File: config.mk
export PLATFORM = sky130hd
export DESIGN_NAME = stepper_step_dir_generator_unit
export DESIGN_NICKNAME = d
export VERILOG_FILES = /design/src/hw/rtl/stpdir_pkg.sv /design/src/hw/rtl/stpdir_mul.sv /design/src/hw/rtl/stpdir_div.sv /design/src/hw/rtl/stepper_step_dir_generator_unit.sv
export SDC_FILE = /design/constraint.sdc
export NUM_CORES = 2
export LEC_CHECK = 0
export ABC_AREA = 1
export ABC_CLOCK_PERIOD_IN_PS = 31100
export BUFFER_PORTS_ARGS = -buffer_cell sky130_fd_sc_hd__buf_2
export CORE_MARGIN = 10
export CORE_UTILIZATION = 54
export DETAILED_ROUTE_END_ITERATION = 10
export GPL_TIMING_DRIVEN = 0
export PLACE_DENSITY = 0.68
export SETUP_SLACK_MARGIN = 0.4
export SLEW_MARGIN = 30
export SYNTH_ARGS = -nofsm -noshare
export SYNTH_HDL_FRONTEND = slang
export SYNTH_SLANG_ARGS = --single-unit
File: constraint.sdc
create_clock -name i_clk -period 31.1 [get_ports i_clk]
set_clock_uncertainty 0.05 [all_clocks]
set_input_delay 7.775 -clock i_clk [delete_from_list [all_inputs] [get_ports i_clk]]
set_output_delay 7.775 -clock i_clk [all_outputs]
set_load 0.02 [all_outputs]
File: src/hw/rtl/stpdir_pkg.sv
`timescale 1ns / 1ps
`default_nettype none
// ----------------------------------------------------------------------------
// stpdir_pkg - shared constants and types
// Command codes, register indexes, arithmetic widths and the result layout
// for the step/direction generator.
// ----------------------------------------------------------------------------
package stpdir_pkg;

    // command codes carried in tuser
    localparam logic [2:0] CMD_TICK    = 3'd0;
    localparam logic [2:0] CMD_MOVE    = 3'd1;
    localparam logic [2:0] CMD_HOME    = 3'd2;
    localparam logic [2:0] CMD_ENABLE  = 3'd3;
    localparam logic [2:0] CMD_DISABLE = 3'd4;
    localparam logic [2:0] CMD_CLEAR   = 3'd5;

    // configuration register indexes
    localparam logic [1:0] REG_SPM    = 2'd0;
    localparam logic [1:0] REG_SPEED  = 2'd1;
    localparam logic [1:0] REG_SETTLE = 2'd2;

    localparam logic [15:0] SPM_RESET    = 16'd80;
    localparam logic [15:0] SPEED_RESET  = 16'd2560;
    localparam logic [15:0] SETTLE_RESET = 16'd50;

    // 1e6 us scaled by the 8 fraction bits of the speed
    localparam logic [31:0] PERIOD_NUM = 32'd256000000;

    // serial arithmetic widths
    localparam int MUL_AW = 24;
    localparam int MUL_BW = 16;
    localparam int DIV_W  = 32;

    // result item, packed from the lowest bit up in reverse order of listing
    typedef struct packed {
        logic        pad;
        logic [15:0] missed_count;
        logic [31:0] position_steps;
        logic [31:0] steps_left;
        logic        moving;
        logic        driver_enabled;
        logic        direction;
        logic [2:0]  step_toggles;
        logic        step_level;
    } t_result;

endpackage
`default_nettype wire

File: src/hw/rtl/stpdir_mul.sv
`timescale 1ns / 1ps
`default_nettype none
// ----------------------------------------------------------------------------
// stpdir_mul - bit-serial unsigned multiplier
// Shift-and-add, one multiplier bit per cycle; o_done pulses with the
// product valid.
// ----------------------------------------------------------------------------
module stpdir_mul #(
    parameter int AW = stpdir_pkg::MUL_AW,
    parameter int BW = stpdir_pkg::MUL_BW
) (
    input  wire logic               i_clk,
    input  wire logic               i_rst_n,
    input  wire logic               i_start,
    input  wire logic [AW-1:0]      i_a,
    input  wire logic [BW-1:0]      i_b,
    output logic                    o_done,
    output logic [AW+BW-1:0]        o_prod
);
    localparam int PW = AW + BW;
    localparam int CW = (BW > 1) ? $clog2(BW) : 1;

    logic          r_busy;
    logic          r_done;
    logic [CW-1:0] r_cnt;
    logic [PW-1:0] r_acc;
    logic [PW-1:0] r_a;
    logic [BW-1:0] r_b;

    always_ff @(posedge i_clk) begin
        if (!i_rst_n) begin
            r_busy <= 1'b0;
            r_done <= 1'b0;
            r_cnt  <= '0;
        end else begin
            r_done <= 1'b0;
            if (i_start) begin
                r_busy <= 1'b1;
                r_cnt  <= CW'(BW - 1);
                r_acc  <= '0;
                r_a    <= PW'(i_a);
                r_b    <= i_b;
            end else if (r_busy) begin
                if (r_b[0]) begin
                    r_acc <= r_acc + r_a;
                end
                r_a <= r_a << 1;
                r_b <= r_b >> 1;
                if (r_cnt == '0) begin
                    r_busy <= 1'b0;
                    r_done <= 1'b1;
                end else begin
                    r_cnt <= r_cnt - CW'(1);
                end
            end
        end
    end

    assign o_done = r_done;
    assign o_prod = r_acc;

endmodule
`default_nettype wire

File: src/hw/rtl/stpdir_div.sv
`timescale 1ns / 1ps
`default_nettype none
// ----------------------------------------------------------------------------
// stpdir_div - bit-serial restoring divider
// One quotient bit per cycle, unsigned; divisor must be non-zero.
// ----------------------------------------------------------------------------
module stpdir_div #(
    parameter int W = stpdir_pkg::DIV_W
) (
    input  wire logic         i_clk,
    input  wire logic         i_rst_n,
    input  wire logic         i_start,
    input  wire logic [W-1:0] i_dividend,
    input  wire logic [W-1:0] i_divisor,
    output logic              o_done,
    output logic [W-1:0]      o_quot,
    output logic [W-1:0]      o_rem
);
    localparam int CW = $clog2(W);

    logic          r_busy;
    logic          r_done;
    logic [CW-1:0] r_cnt;
    logic [W-1:0]  r_rem;
    logic [W-1:0]  r_quo;
    logic [W-1:0]  r_dvs;

    logic [W:0]    w_trial;
    logic [W-1:0]  w_shift;

    always_comb begin
        w_shift = {r_rem[W-2:0], r_quo[W-1]};
        w_trial = {r_rem, r_quo[W-1]} - {1'b0, r_dvs};
    end

    always_ff @(posedge i_clk) begin
        if (!i_rst_n) begin
            r_busy <= 1'b0;
            r_done <= 1'b0;
            r_cnt  <= '0;
        end else begin
            r_done <= 1'b0;
            if (i_start) begin
                r_busy <= 1'b1;
                r_cnt  <= CW'(W - 1);
                r_rem  <= '0;
                r_quo  <= i_dividend;
                r_dvs  <= i_divisor;
            end else if (r_busy) begin
                // no borrow: the divisor fits, take the difference
                if (!w_trial[W]) begin
                    r_rem <= w_trial[W-1:0];
                end else begin
                    r_rem <= w_shift;
                end
                r_quo <= {r_quo[W-2:0], ~w_trial[W]};
                if (r_cnt == '0) begin
                    r_busy <= 1'b0;
                    r_done <= 1'b1;
                end else begin
                    r_cnt <= r_cnt - CW'(1);
                end
            end
        end
    end

    assign o_done = r_done;
    assign o_quot = r_quo;
    assign o_rem  = r_rem;

endmodule
`default_nettype wire

File: src/hw/rtl/stepper_step_dir_generator_unit.sv
`timescale 1ns / 1ps
`default_nettype none
// ----------------------------------------------------------------------------
// stepper_step_dir_generator_unit - step/direction generator for one axis
// Keeps position, target and last step time; turns ticks into step pin
// toggles and moves into step targets, using a serial multiplier and divider.
// ----------------------------------------------------------------------------
//  channel   dir  signals                              contents
//  s_axis    in   tvalid tready tdata[63:0] tuser[2:0] command item
//  m_axis    out  tvalid tready tdata[87:0]            status result item
//  cfg       in   i_cfg_we i_cfg_addr i_cfg_wdata      steps/mm, speed, settle
//
//  One item at a time. Home, enable, disable without divide and clear go
//  straight to the result. Move: serial multiply, round and sign, relative add.
//  Disable: serial divide for the whole-mm remainder.
//  Tick: serial multiply and serial divide for the period, then a second
//  serial divide for the missed count on a step.
//  A result held by m_axis_tready holds the next result; s_axis_tready is
//  high whenever the sequencer is idle. Reset is synchronous, active low.
// ----------------------------------------------------------------------------
module stepper_step_dir_generator_unit (
    input  wire logic        i_clk,
    input  wire logic        i_rst_n,
    // s_axis_tdata: now_time[31:0], target_mm_q8[55:32], relative[56], zero
    input  wire logic        s_axis_tvalid,
    output logic             s_axis_tready,
    input  wire logic [63:0] s_axis_tdata,
    // s_axis_tuser: cmd[2:0]
    input  wire logic [2:0]  s_axis_tuser,
    // m_axis_tdata: step_level[0], step_toggles[3:1], direction[4],
    //   driver_enabled[5], moving[6], steps_left[38:7],
    //   position_steps[70:39], missed_count[86:71], zero[87]
    output logic             m_axis_tvalid,
    input  wire logic        m_axis_tready,
    output logic [87:0]      m_axis_tdata,
    input  wire logic        i_cfg_we,
    input  wire logic [1:0]  i_cfg_addr,
    input  wire logic [15:0] i_cfg_wdata
);
    localparam logic [3:0] S_IDLE  = 4'd0;
    localparam logic [3:0] S_TMUL  = 4'd1;
    localparam logic [3:0] S_TDIV  = 4'd2;
    localparam logic [3:0] S_TEVAL = 4'd3;
    localparam logic [3:0] S_TMISS = 4'd4;
    localparam logic [3:0] S_MMUL  = 4'd5;
    localparam logic [3:0] S_MRND  = 4'd6;
    localparam logic [3:0] S_MREL  = 4'd7;
    localparam logic [3:0] S_DDIV  = 4'd8;
    localparam logic [3:0] S_DONE  = 4'd9;

    localparam int PW = stpdir_pkg::MUL_AW + stpdir_pkg::MUL_BW;
    localparam int DW = stpdir_pkg::DIV_W;

    // state
    logic [3:0]  r_state, n_state;
    logic [31:0] r_pos, n_pos;
    logic [31:0] r_tgt, n_tgt;
    logic [31:0] r_last, n_last;
    logic        r_dir, n_dir;
    logic        r_pulse, n_pulse;
    logic        r_en, n_en;
    logic        r_homed, n_homed;
    logic [15:0] r_missed, n_missed;
    logic [15:0] r_spm, r_speed, r_settle;

    // per-item working registers
    logic [31:0] r_now, n_now;
    logic [31:0] r_hold, n_hold;       // now - settle
    logic [31:0] r_elapsed, n_elapsed;
    logic [31:0] r_period, n_period;
    logic [31:0] r_mag, n_mag;
    logic [31:0] r_tmp, n_tmp;
    logic        r_vneg, n_vneg;
    logic        r_rel, n_rel;
    logic [2:0]  r_tog, n_tog;

    logic                 r_out_valid, n_out_valid;
    stpdir_pkg::t_result  r_out, n_out;

    // arithmetic units
    logic                           mul_start, mul_done;
    logic [stpdir_pkg::MUL_AW-1:0]  mul_a;
    logic [PW-1:0]                  mul_prod;
    logic                           div_start, div_done;
    logic [DW-1:0]                  div_dvd, div_dvs, div_quot, div_rem;

    stpdir_mul #(
        .AW (stpdir_pkg::MUL_AW),
        .BW (stpdir_pkg::MUL_BW)
    ) u_mul (
        .i_clk   (i_clk),
        .i_rst_n (i_rst_n),
        .i_start (mul_start),
        .i_a     (mul_a),
        .i_b     (r_spm),
        .o_done  (mul_done),
        .o_prod  (mul_prod)
    );

    stpdir_div #(
        .W (DW)
    ) u_div (
        .i_clk      (i_clk),
        .i_rst_n    (i_rst_n),
        .i_start    (div_start),
        .i_dividend (div_dvd),
        .i_divisor  (div_dvs),
        .o_done     (div_done),
        .o_quot     (div_quot),
        .o_rem      (div_rem)
    );

    logic        w_accept;
    logic [2:0]  w_cmd;
    logic [23:0] w_v;
    logic [23:0] w_vmag;
    logic [31:0] w_pos_mag;
    logic [PW-1:0] w_rnd;
    logic [32:0] w_sum;
    logic [31:0] w_missed_n;
    logic [2:0]  w_extra;
    logic [32:0] w_d_tp, w_d_pt;
    logic        w_want;

    always_comb begin
        w_accept   = s_axis_tvalid && (r_state == S_IDLE);
        w_cmd      = s_axis_tuser;
        w_v        = s_axis_tdata[55:32];
        w_vmag     = w_v[23] ? (~w_v + 24'd1) : w_v;
        w_pos_mag  = r_pos[31] ? (~r_pos + 32'd1) : r_pos;
        w_rnd      = mul_prod + PW'(128);
        w_sum      = {r_tmp[31], r_tmp} + {r_pos[31], r_pos};
        w_missed_n = div_quot - 32'd1;
        w_extra    = w_missed_n[2:0] - 3'd2;
        w_want     = $signed(r_pos) < $signed(r_tgt);
        w_d_tp     = {r_tgt[31], r_tgt} - {r_pos[31], r_pos};
        w_d_pt     = {r_pos[31], r_pos} - {r_tgt[31], r_tgt};
    end

    always_comb begin
        n_state     = r_state;
        n_pos       = r_pos;
        n_tgt       = r_tgt;
        n_last      = r_last;
        n_dir       = r_dir;
        n_pulse     = r_pulse;
        n_en        = r_en;
        n_homed     = r_homed;
        n_missed    = r_missed;
        n_now       = r_now;
        n_hold      = r_hold;
        n_elapsed   = r_elapsed;
        n_period    = r_period;
        n_mag       = r_mag;
        n_tmp       = r_tmp;
        n_vneg      = r_vneg;
        n_rel       = r_rel;
        n_tog       = r_tog;
        n_out_valid = r_out_valid;
        n_out       = r_out;
        mul_start   = 1'b0;
        mul_a       = {8'd0, r_speed};
        div_start   = 1'b0;
        div_dvd     = stpdir_pkg::PERIOD_NUM;
        div_dvs     = mul_prod[DW-1:0];

        if (r_out_valid && m_axis_tready) begin
            n_out_valid = 1'b0;
        end

        case (r_state)
            S_IDLE: begin
                if (w_accept) begin
                    n_tog     = 3'd0;
                    n_now     = s_axis_tdata[31:0];
                    n_hold    = s_axis_tdata[31:0] - {16'd0, r_settle};
                    n_elapsed = s_axis_tdata[31:0] - r_last;
                    n_rel     = s_axis_tdata[56];
                    n_vneg    = w_v[23];
                    n_state   = S_DONE;
                    case (w_cmd)
                        stpdir_pkg::CMD_TICK: begin
                            if (r_en) begin
                                if (r_pos == r_tgt) begin
                                    n_last = 32'd0;
                                end else begin
                                    mul_start = 1'b1;
                                    n_state   = S_TMUL;
                                end
                            end
                        end
                        stpdir_pkg::CMD_MOVE: begin
                            mul_a     = w_vmag;
                            mul_start = 1'b1;
                            n_state   = S_MMUL;
                        end
                        stpdir_pkg::CMD_HOME: begin
                            n_pos   = 32'd0;
                            n_dir   = 1'b0;
                            n_homed = 1'b1;
                        end
                        stpdir_pkg::CMD_ENABLE: begin
                            n_en = 1'b1;
                        end
                        stpdir_pkg::CMD_DISABLE: begin
                            n_en = 1'b0;
                            if (r_spm == 16'd0) begin
                                n_tgt = r_pos;
                            end else begin
                                div_dvd   = w_pos_mag;
                                div_dvs   = {16'd0, r_spm};
                                div_start = 1'b1;
                                n_state   = S_DDIV;
                            end
                        end
                        stpdir_pkg::CMD_CLEAR: begin
                            n_missed = 16'd0;
                        end
                        default: begin
                        end
                    endcase
                end
            end
            S_TMUL: begin
                if (mul_done) begin
                    // zero speed or zero steps/mm: no step at all
                    if (mul_prod == '0) begin
                        n_state = S_DONE;
                    end else begin
                        div_start = 1'b1;
                        n_state   = S_TDIV;
                    end
                end
            end
            S_TDIV: begin
                if (div_done) begin
                    n_period = (div_quot == '0) ? 32'd1 : div_quot;
                    n_state  = S_TEVAL;
                end
            end
            S_TEVAL: begin
                n_state = S_DONE;
                if (w_want != r_dir) begin
                    n_dir  = w_want;
                    n_last = r_hold + r_period;
                end else if (!r_elapsed[31] && (r_elapsed >= r_period)) begin
                    n_pulse = ~r_pulse;
                    n_tog   = 3'd1;
                    n_last  = r_now;
                    n_pos   = r_dir ? (r_pos + 32'd1) : (r_pos - 32'd1);
                    if (r_last != 32'd0) begin
                        div_dvd   = r_elapsed;
                        div_dvs   = r_period;
                        div_start = 1'b1;
                        n_state   = S_TMISS;
                    end
                end
            end
            S_TMISS: begin
                if (div_done) begin
                    // three to five missed periods earn catch-up toggles
                    if (w_missed_n >= 32'd3 && w_missed_n <= 32'd5) begin
                        n_tog   = 3'd1 + w_extra;
                        n_pulse = r_pulse ^ w_extra[0];
                    end
                    n_missed = r_missed + w_missed_n[15:0];
                    n_state  = S_DONE;
                end
            end
            S_MMUL: begin
                if (mul_done) begin
                    n_mag   = w_rnd[PW-1:8];
                    n_state = S_MRND;
                end
            end
            S_MRND: begin
                if (r_vneg) begin
                    n_tmp = r_mag[31] ? 32'h8000_0000 : (~r_mag + 32'd1);
                end else begin
                    n_tmp = r_mag[31] ? 32'h7FFF_FFFF : r_mag;
                end
                n_state = S_MREL;
            end
            S_MREL: begin
                if (r_rel && r_homed) begin
                    if (w_sum[32] != w_sum[31]) begin
                        n_tgt = w_sum[32] ? 32'h8000_0000 : 32'h7FFF_FFFF;
                    end else begin
                        n_tgt = w_sum[31:0];
                    end
                end else begin
                    n_tgt = r_tmp;
                end
                n_state = S_DONE;
            end
            S_DDIV: begin
                if (div_done) begin
                    // truncate toward zero to whole mm
                    n_tgt   = r_pos[31] ? (r_pos + div_rem) : (r_pos - div_rem);
                    n_state = S_DONE;
                end
            end
            S_DONE: begin
                if (!r_out_valid || m_axis_tready) begin
                    n_out_valid          = 1'b1;
                    n_out.pad            = 1'b0;
                    n_out.missed_count   = r_missed;
                    n_out.position_steps = r_pos;
                    n_out.steps_left     = w_d_tp[32] ? w_d_pt[31:0] : w_d_tp[31:0];
                    n_out.moving         = (r_pos != r_tgt);
                    n_out.driver_enabled = r_en;
                    n_out.direction      = r_dir;
                    n_out.step_toggles   = r_tog;
                    n_out.step_level     = r_pulse;
                    n_state              = S_IDLE;
                end
            end
            default: begin
                n_state = S_IDLE;
            end
        endcase
    end

    always_ff @(posedge i_clk) begin
        if (!i_rst_n) begin
            r_state     <= S_IDLE;
            r_pos       <= 32'd0;
            r_tgt       <= 32'd0;
            r_last      <= 32'd0;
            r_dir       <= 1'b0;
            r_pulse     <= 1'b0;
            r_en        <= 1'b0;
            r_homed     <= 1'b0;
            r_missed    <= 16'd0;
            r_spm       <= stpdir_pkg::SPM_RESET;
            r_speed     <= stpdir_pkg::SPEED_RESET;
            r_settle    <= stpdir_pkg::SETTLE_RESET;
            r_out_valid <= 1'b0;
        end else begin
            r_state     <= n_state;
            r_pos       <= n_pos;
            r_tgt       <= n_tgt;
            r_last      <= n_last;
            r_dir       <= n_dir;
            r_pulse     <= n_pulse;
            r_en        <= n_en;
            r_homed     <= n_homed;
            r_missed    <= n_missed;
            r_out_valid <= n_out_valid;
            if (i_cfg_we) begin
                case (i_cfg_addr)
                    stpdir_pkg::REG_SPM:    r_spm    <= i_cfg_wdata;
                    stpdir_pkg::REG_SPEED:  r_speed  <= i_cfg_wdata;
                    stpdir_pkg::REG_SETTLE: r_settle <= i_cfg_wdata;
                    default: begin
                    end
                endcase
            end
        end
    end

    always_ff @(posedge i_clk) begin
        r_now     <= n_now;
        r_hold    <= n_hold;
        r_elapsed <= n_elapsed;
        r_period  <= n_period;
        r_mag     <= n_mag;
        r_tmp     <= n_tmp;
        r_vneg    <= n_vneg;
        r_rel     <= n_rel;
        r_tog     <= n_tog;
        r_out     <= n_out;
    end

    assign s_axis_tready = (r_state == S_IDLE);
    assign m_axis_tvalid = r_out_valid;
    assign m_axis_tdata  = r_out;

endmodule
`default_nettype wire

==> flow_summary_export.csv <==
group,metric,value,unit
die,starting_density,0.542,
clock_tree,clk_sinks,658,
worst_setup_path,worst_r2r_path_depth,22,
route,detail_route.vias_per_cell,5.76,
route,vias,48900,
die,die_outline_height,326,um
die,design.portCount,180,
clock_tree,cts_buffer_depth,3,
route,drt_first_pass_iters,8,
global_routing,antenna_found_initial,5,
logic_synthesis,postSynthCellCount,6887,
place,dpl-instance-area,53300,um^2
clock_tree,postCtsResizedCells,0,
place,post-place-cells,8335,
timing,timing.final.hold_violations,0,
die,die-area,106000,um^2
clock_tree,cts_buffer_count,75,
timing,tightest_slew,1.11,ns
logic_synthesis,synth_top_area_frac,0.283,
timing,final-setup-viol-count,0,
global_routing,grt_usage,0.336,
final_layout,syn_to_final_growth,10.4,%
final_layout,drive_gt1_frac,0.0698,
final_layout,layoutNonFillerInstCount,8479,
clock_tree,cts_tree,"yes",
logic_synthesis,total_number_of_yosys_warnings,0,
power_and_ir_drop,power,4.00,mW
clock_tree,worst_setup_hold_path_clk_slew,0.06,ns
timing,fin_setup_tns,0,ns
final_layout,largest_register_ff_count,87,
logic_synthesis,syn-mean-instance-area,7.33,um^2
status,outcome,"complete, no violations",
logic_synthesis,mappedNetlistArea,50500,um^2
timing,rsz0062_at_grt,"no",
clock_tree,clk_root_buf,"sky130_fd_sc_hd__clkbuf_16",
worst_setup_path,timing.critical_path.slowest_stage_cell,"sky130_fd_sc_hd__nor3_2",
route,remaining_drc_errors,0,
timing,report.final.slew_viol_count,0,
worst_setup_path,cp_common_cell,"sky130_fd_sc_hd__inv_1",
clock_tree,number_of_levels_the_h_tree_was_split_into,3,
logic_synthesis,synthDominantAreaCellType,"sky130_fd_sc_hd__edfxtp_1",
clock_tree,setup_buffers_after_cts,0,
worst_setup_path,start_kind,"primary input",
worst_setup_path,timing.critical_path.arrival,10.70,ns
place,detailed_place_hpwl,149000,um
logic_synthesis,synth_nets,7352,
final_layout,final_core_utilization,0.599,
global_routing,grt_pass1_wl,276000,um
place,gp_congestion,1.03,
logic_synthesis,yosysMostFrequentCell,"sky130_fd_sc_hd__nand2_1",
logic_synthesis,synth_area_leaders,"sky130_fd_sc_hd__edfxtp_1 28%, sky130_fd_sc_hd__nand2_1 11%, sky130_fd_sc_hd__ha_1 9.0%",
route,wire_length_reported_by_the_detailed_router,185000,um
timing,fin_crit,10.42,ns
worst_setup_path,regToRegStartpoint,"r_pos[31]",
global_routing,grt_overflow_total,0,
power_and_ir_drop,peak_supply_drop,0.0594,mV
hold_path,worst_hold_path.endpoint,"m_axis_tdata[3]",
hold_path,hold_class,"flop to flop",
final_layout,final_area,55700,um^2
global_routing,grt_max_degree,50,
logic_synthesis,post_synth_num_cell_types,68,
hold_path,hp-start,"r_tog[2]",
timing,post-route-period-util,0.335,
die,floorplan.rows,112,
hold_path,holdPathStages,0,
route,final_antenna_net_count,0,
final_layout,final.fill_count,8872,
logic_synthesis,ys_ff_latch,658,
logic_synthesis,number_of_enable_flip_flop_cells_after_synthesis,476,
worst_setup_path,cp_slowest_stage_delay,0.53,ns
route,starting_drt_drc_count,4951,
power_and_ir_drop,power_per_cell_area,71.8,nW/um^2
worst_setup_path,crit_path_cell_trace,"buf_2 -> inv_1 -> nor3_2 -> nand2_1 -> inv_1 -> nand2_1 -> nand2_1 -> inv_1 -> nand2_4 -> inv_2 -> nor2_4 -> inv_1 -> nand2_4 -> buf_16",
timing,worst_slew_margin_rel,0.257,
worst_setup_path,timing.setup.critical_path_class,"primary input to flop",
die,die_w,326,um
clock_tree,worst_skew_pair.late_latency,0.67,ns
logic_synthesis,async_flop_share,0,
flow_run,maxCapViolations,0,
timing,fmax,0.0960,GHz
global_routing,grt_pass1_vias,45800,
place,port_buffers,171,
logic_synthesis,most_frequent_cells_after_synthesis,"1,533 x sky130_fd_sc_hd__nand2_1, 823 x sky130_fd_sc_hd__inv_1, 787 x sky130_fd_sc_hd__nor2_1",
logic_synthesis,synth_top_flop_cell,"sky130_fd_sc_hd__edfxtp_1",
route,wl_per_cell,21.8,um
worst_setup_path,r2r-end,"u_div.o_rem[31]",
die,coreArea,93000,um^2
final_layout,post_layout_nets,7623,
worst_setup_path,cp_max_fo,49,
power_and_ir_drop,p_leak,24.4,nW
worst_setup_path,crit_end_category,"flop",
logic_synthesis,synth_seq_area_share,0.355,
worst_setup_path,r2r_slack,24.96,ns
clock_tree,ctsHoldBuffers,0,
worst_setup_path,critical_path_required,31.39,ns
## stage by stage
| step | worst slack, ns | hold WS, ns |
|---|---|---|
| 5_1_grt | 20.61 | 0.383 |
| 3_5_place_dp | 20.13 | 0.357 |
| 2_1_floorplan | 14.29 | 0.350 |
| 4_1_cts | 20.83 | 0.371 |
| 6_report | 20.68 | 0.370 |
| 3_3_place_gp | 10.38 | 0.356 |
## layer usage
| metal | share of wire | GRT usage |
|---|---|---|
| met1 | 0.42 | 0.441 |
| met2 | 0.43 | 0.517 |
| met3 | 0.086 | 0.0617 |
| met4 | 0.062 | 0.192 |
| met5 | 0.000092 | 0 |
## placed cells by master (no fill, tap or decap), types with 43 or more instances in the layout
master	n
sky130_fd_sc_hd__nor2_1	783
sky130_fd_sc_hd__nand2_1	1530
sky130_fd_sc_hd__a31oi_1	51
sky130_fd_sc_hd__nand4_1	52
sky130_fd_sc_hd__ha_1	364
sky130_fd_sc_hd__xnor2_1	127
sky130_fd_sc_hd__clkbuf_1	140
sky130_fd_sc_hd__edfxtp_1	476
sky130_fd_sc_hd__o21ai_0	516
sky130_fd_sc_hd__nor3_1	95
sky130_fd_sc_hd__nand3_1	312
sky130_fd_sc_hd__buf_2	230
sky130_fd_sc_hd__dfxtp_1	177
sky130_fd_sc_hd__a21oi_1	673
sky130_fd_sc_hd__clkbuf_16	78
sky130_fd_sc_hd__xor2_1	222
sky130_fd_sc_hd__o211ai_1	43
sky130_fd_sc_hd__inv_1	822
sky130_fd_sc_hd__nor4_1	58
## worst max-delay path: cells and delay by family
kind	cells	cell delay [ns]
and+or+nand+nor	7	1.87
buffers and inverters	7	1.02
## power by group
| group | internal, mW | switching, mW |
|---|---|---|
| sequential | 1.11 | 0.0886 |
| combinational | 0.588 | 1.32 |
| clock | 0.513 | 0.383 |
| total | 2.21 | 1.79 |
## area by class of cell
class / instances / area [um^2] / share of cell area
clock buffers: 99 / 2070 / 0.0372
multi-input cells: 5179 / 28500 / 0.511
flip-flops and latches: 658 / 17900 / 0.322
diodes: 5 / 12.5 / 0.000225
clock inverters: 40 / 365 / 0.00656
repair buffers: 194 / 1150 / 0.0206
inverters: 841 / 3160 / 0.0567
plain buffers: 209 / 993 / 0.0178
well taps: 1254 / 1570 / 0.0282
## logic make-up (layout without fill, tap and decap cells)
logic type,after synthesis,count (layout),synth area share
AOI/OAI and AO/OA,1513,1513,0.165
adders and majority gates,375,375,0.0946
and+or+nand+nor,2941,2941,0.242
other,1,6,0.0000743
xor gates and xnor gates,349,349,0.0606
DFF,658,658,0.355
buffers and inverters,1050,1383,0.0821
## worst max path at each step
stage                                from               end  depth (start not counted)
after CTS                 s_axis_tuser[2]   u_div.o_rem[29]                         14
after global placement      m_axis_tready  m_axis_tdata[53]                          3
after global routing      s_axis_tuser[2]   u_div.o_rem[29]                         14
after detailed placement  s_axis_tuser[2]   u_div.o_rem[29]                         14
final                     s_axis_tuser[2]   u_div.o_rem[31]                         14
after floorplan             m_axis_tready   m_axis_tdata[0]                          2
Note: power is estimated with default switching activity, not from simulation.
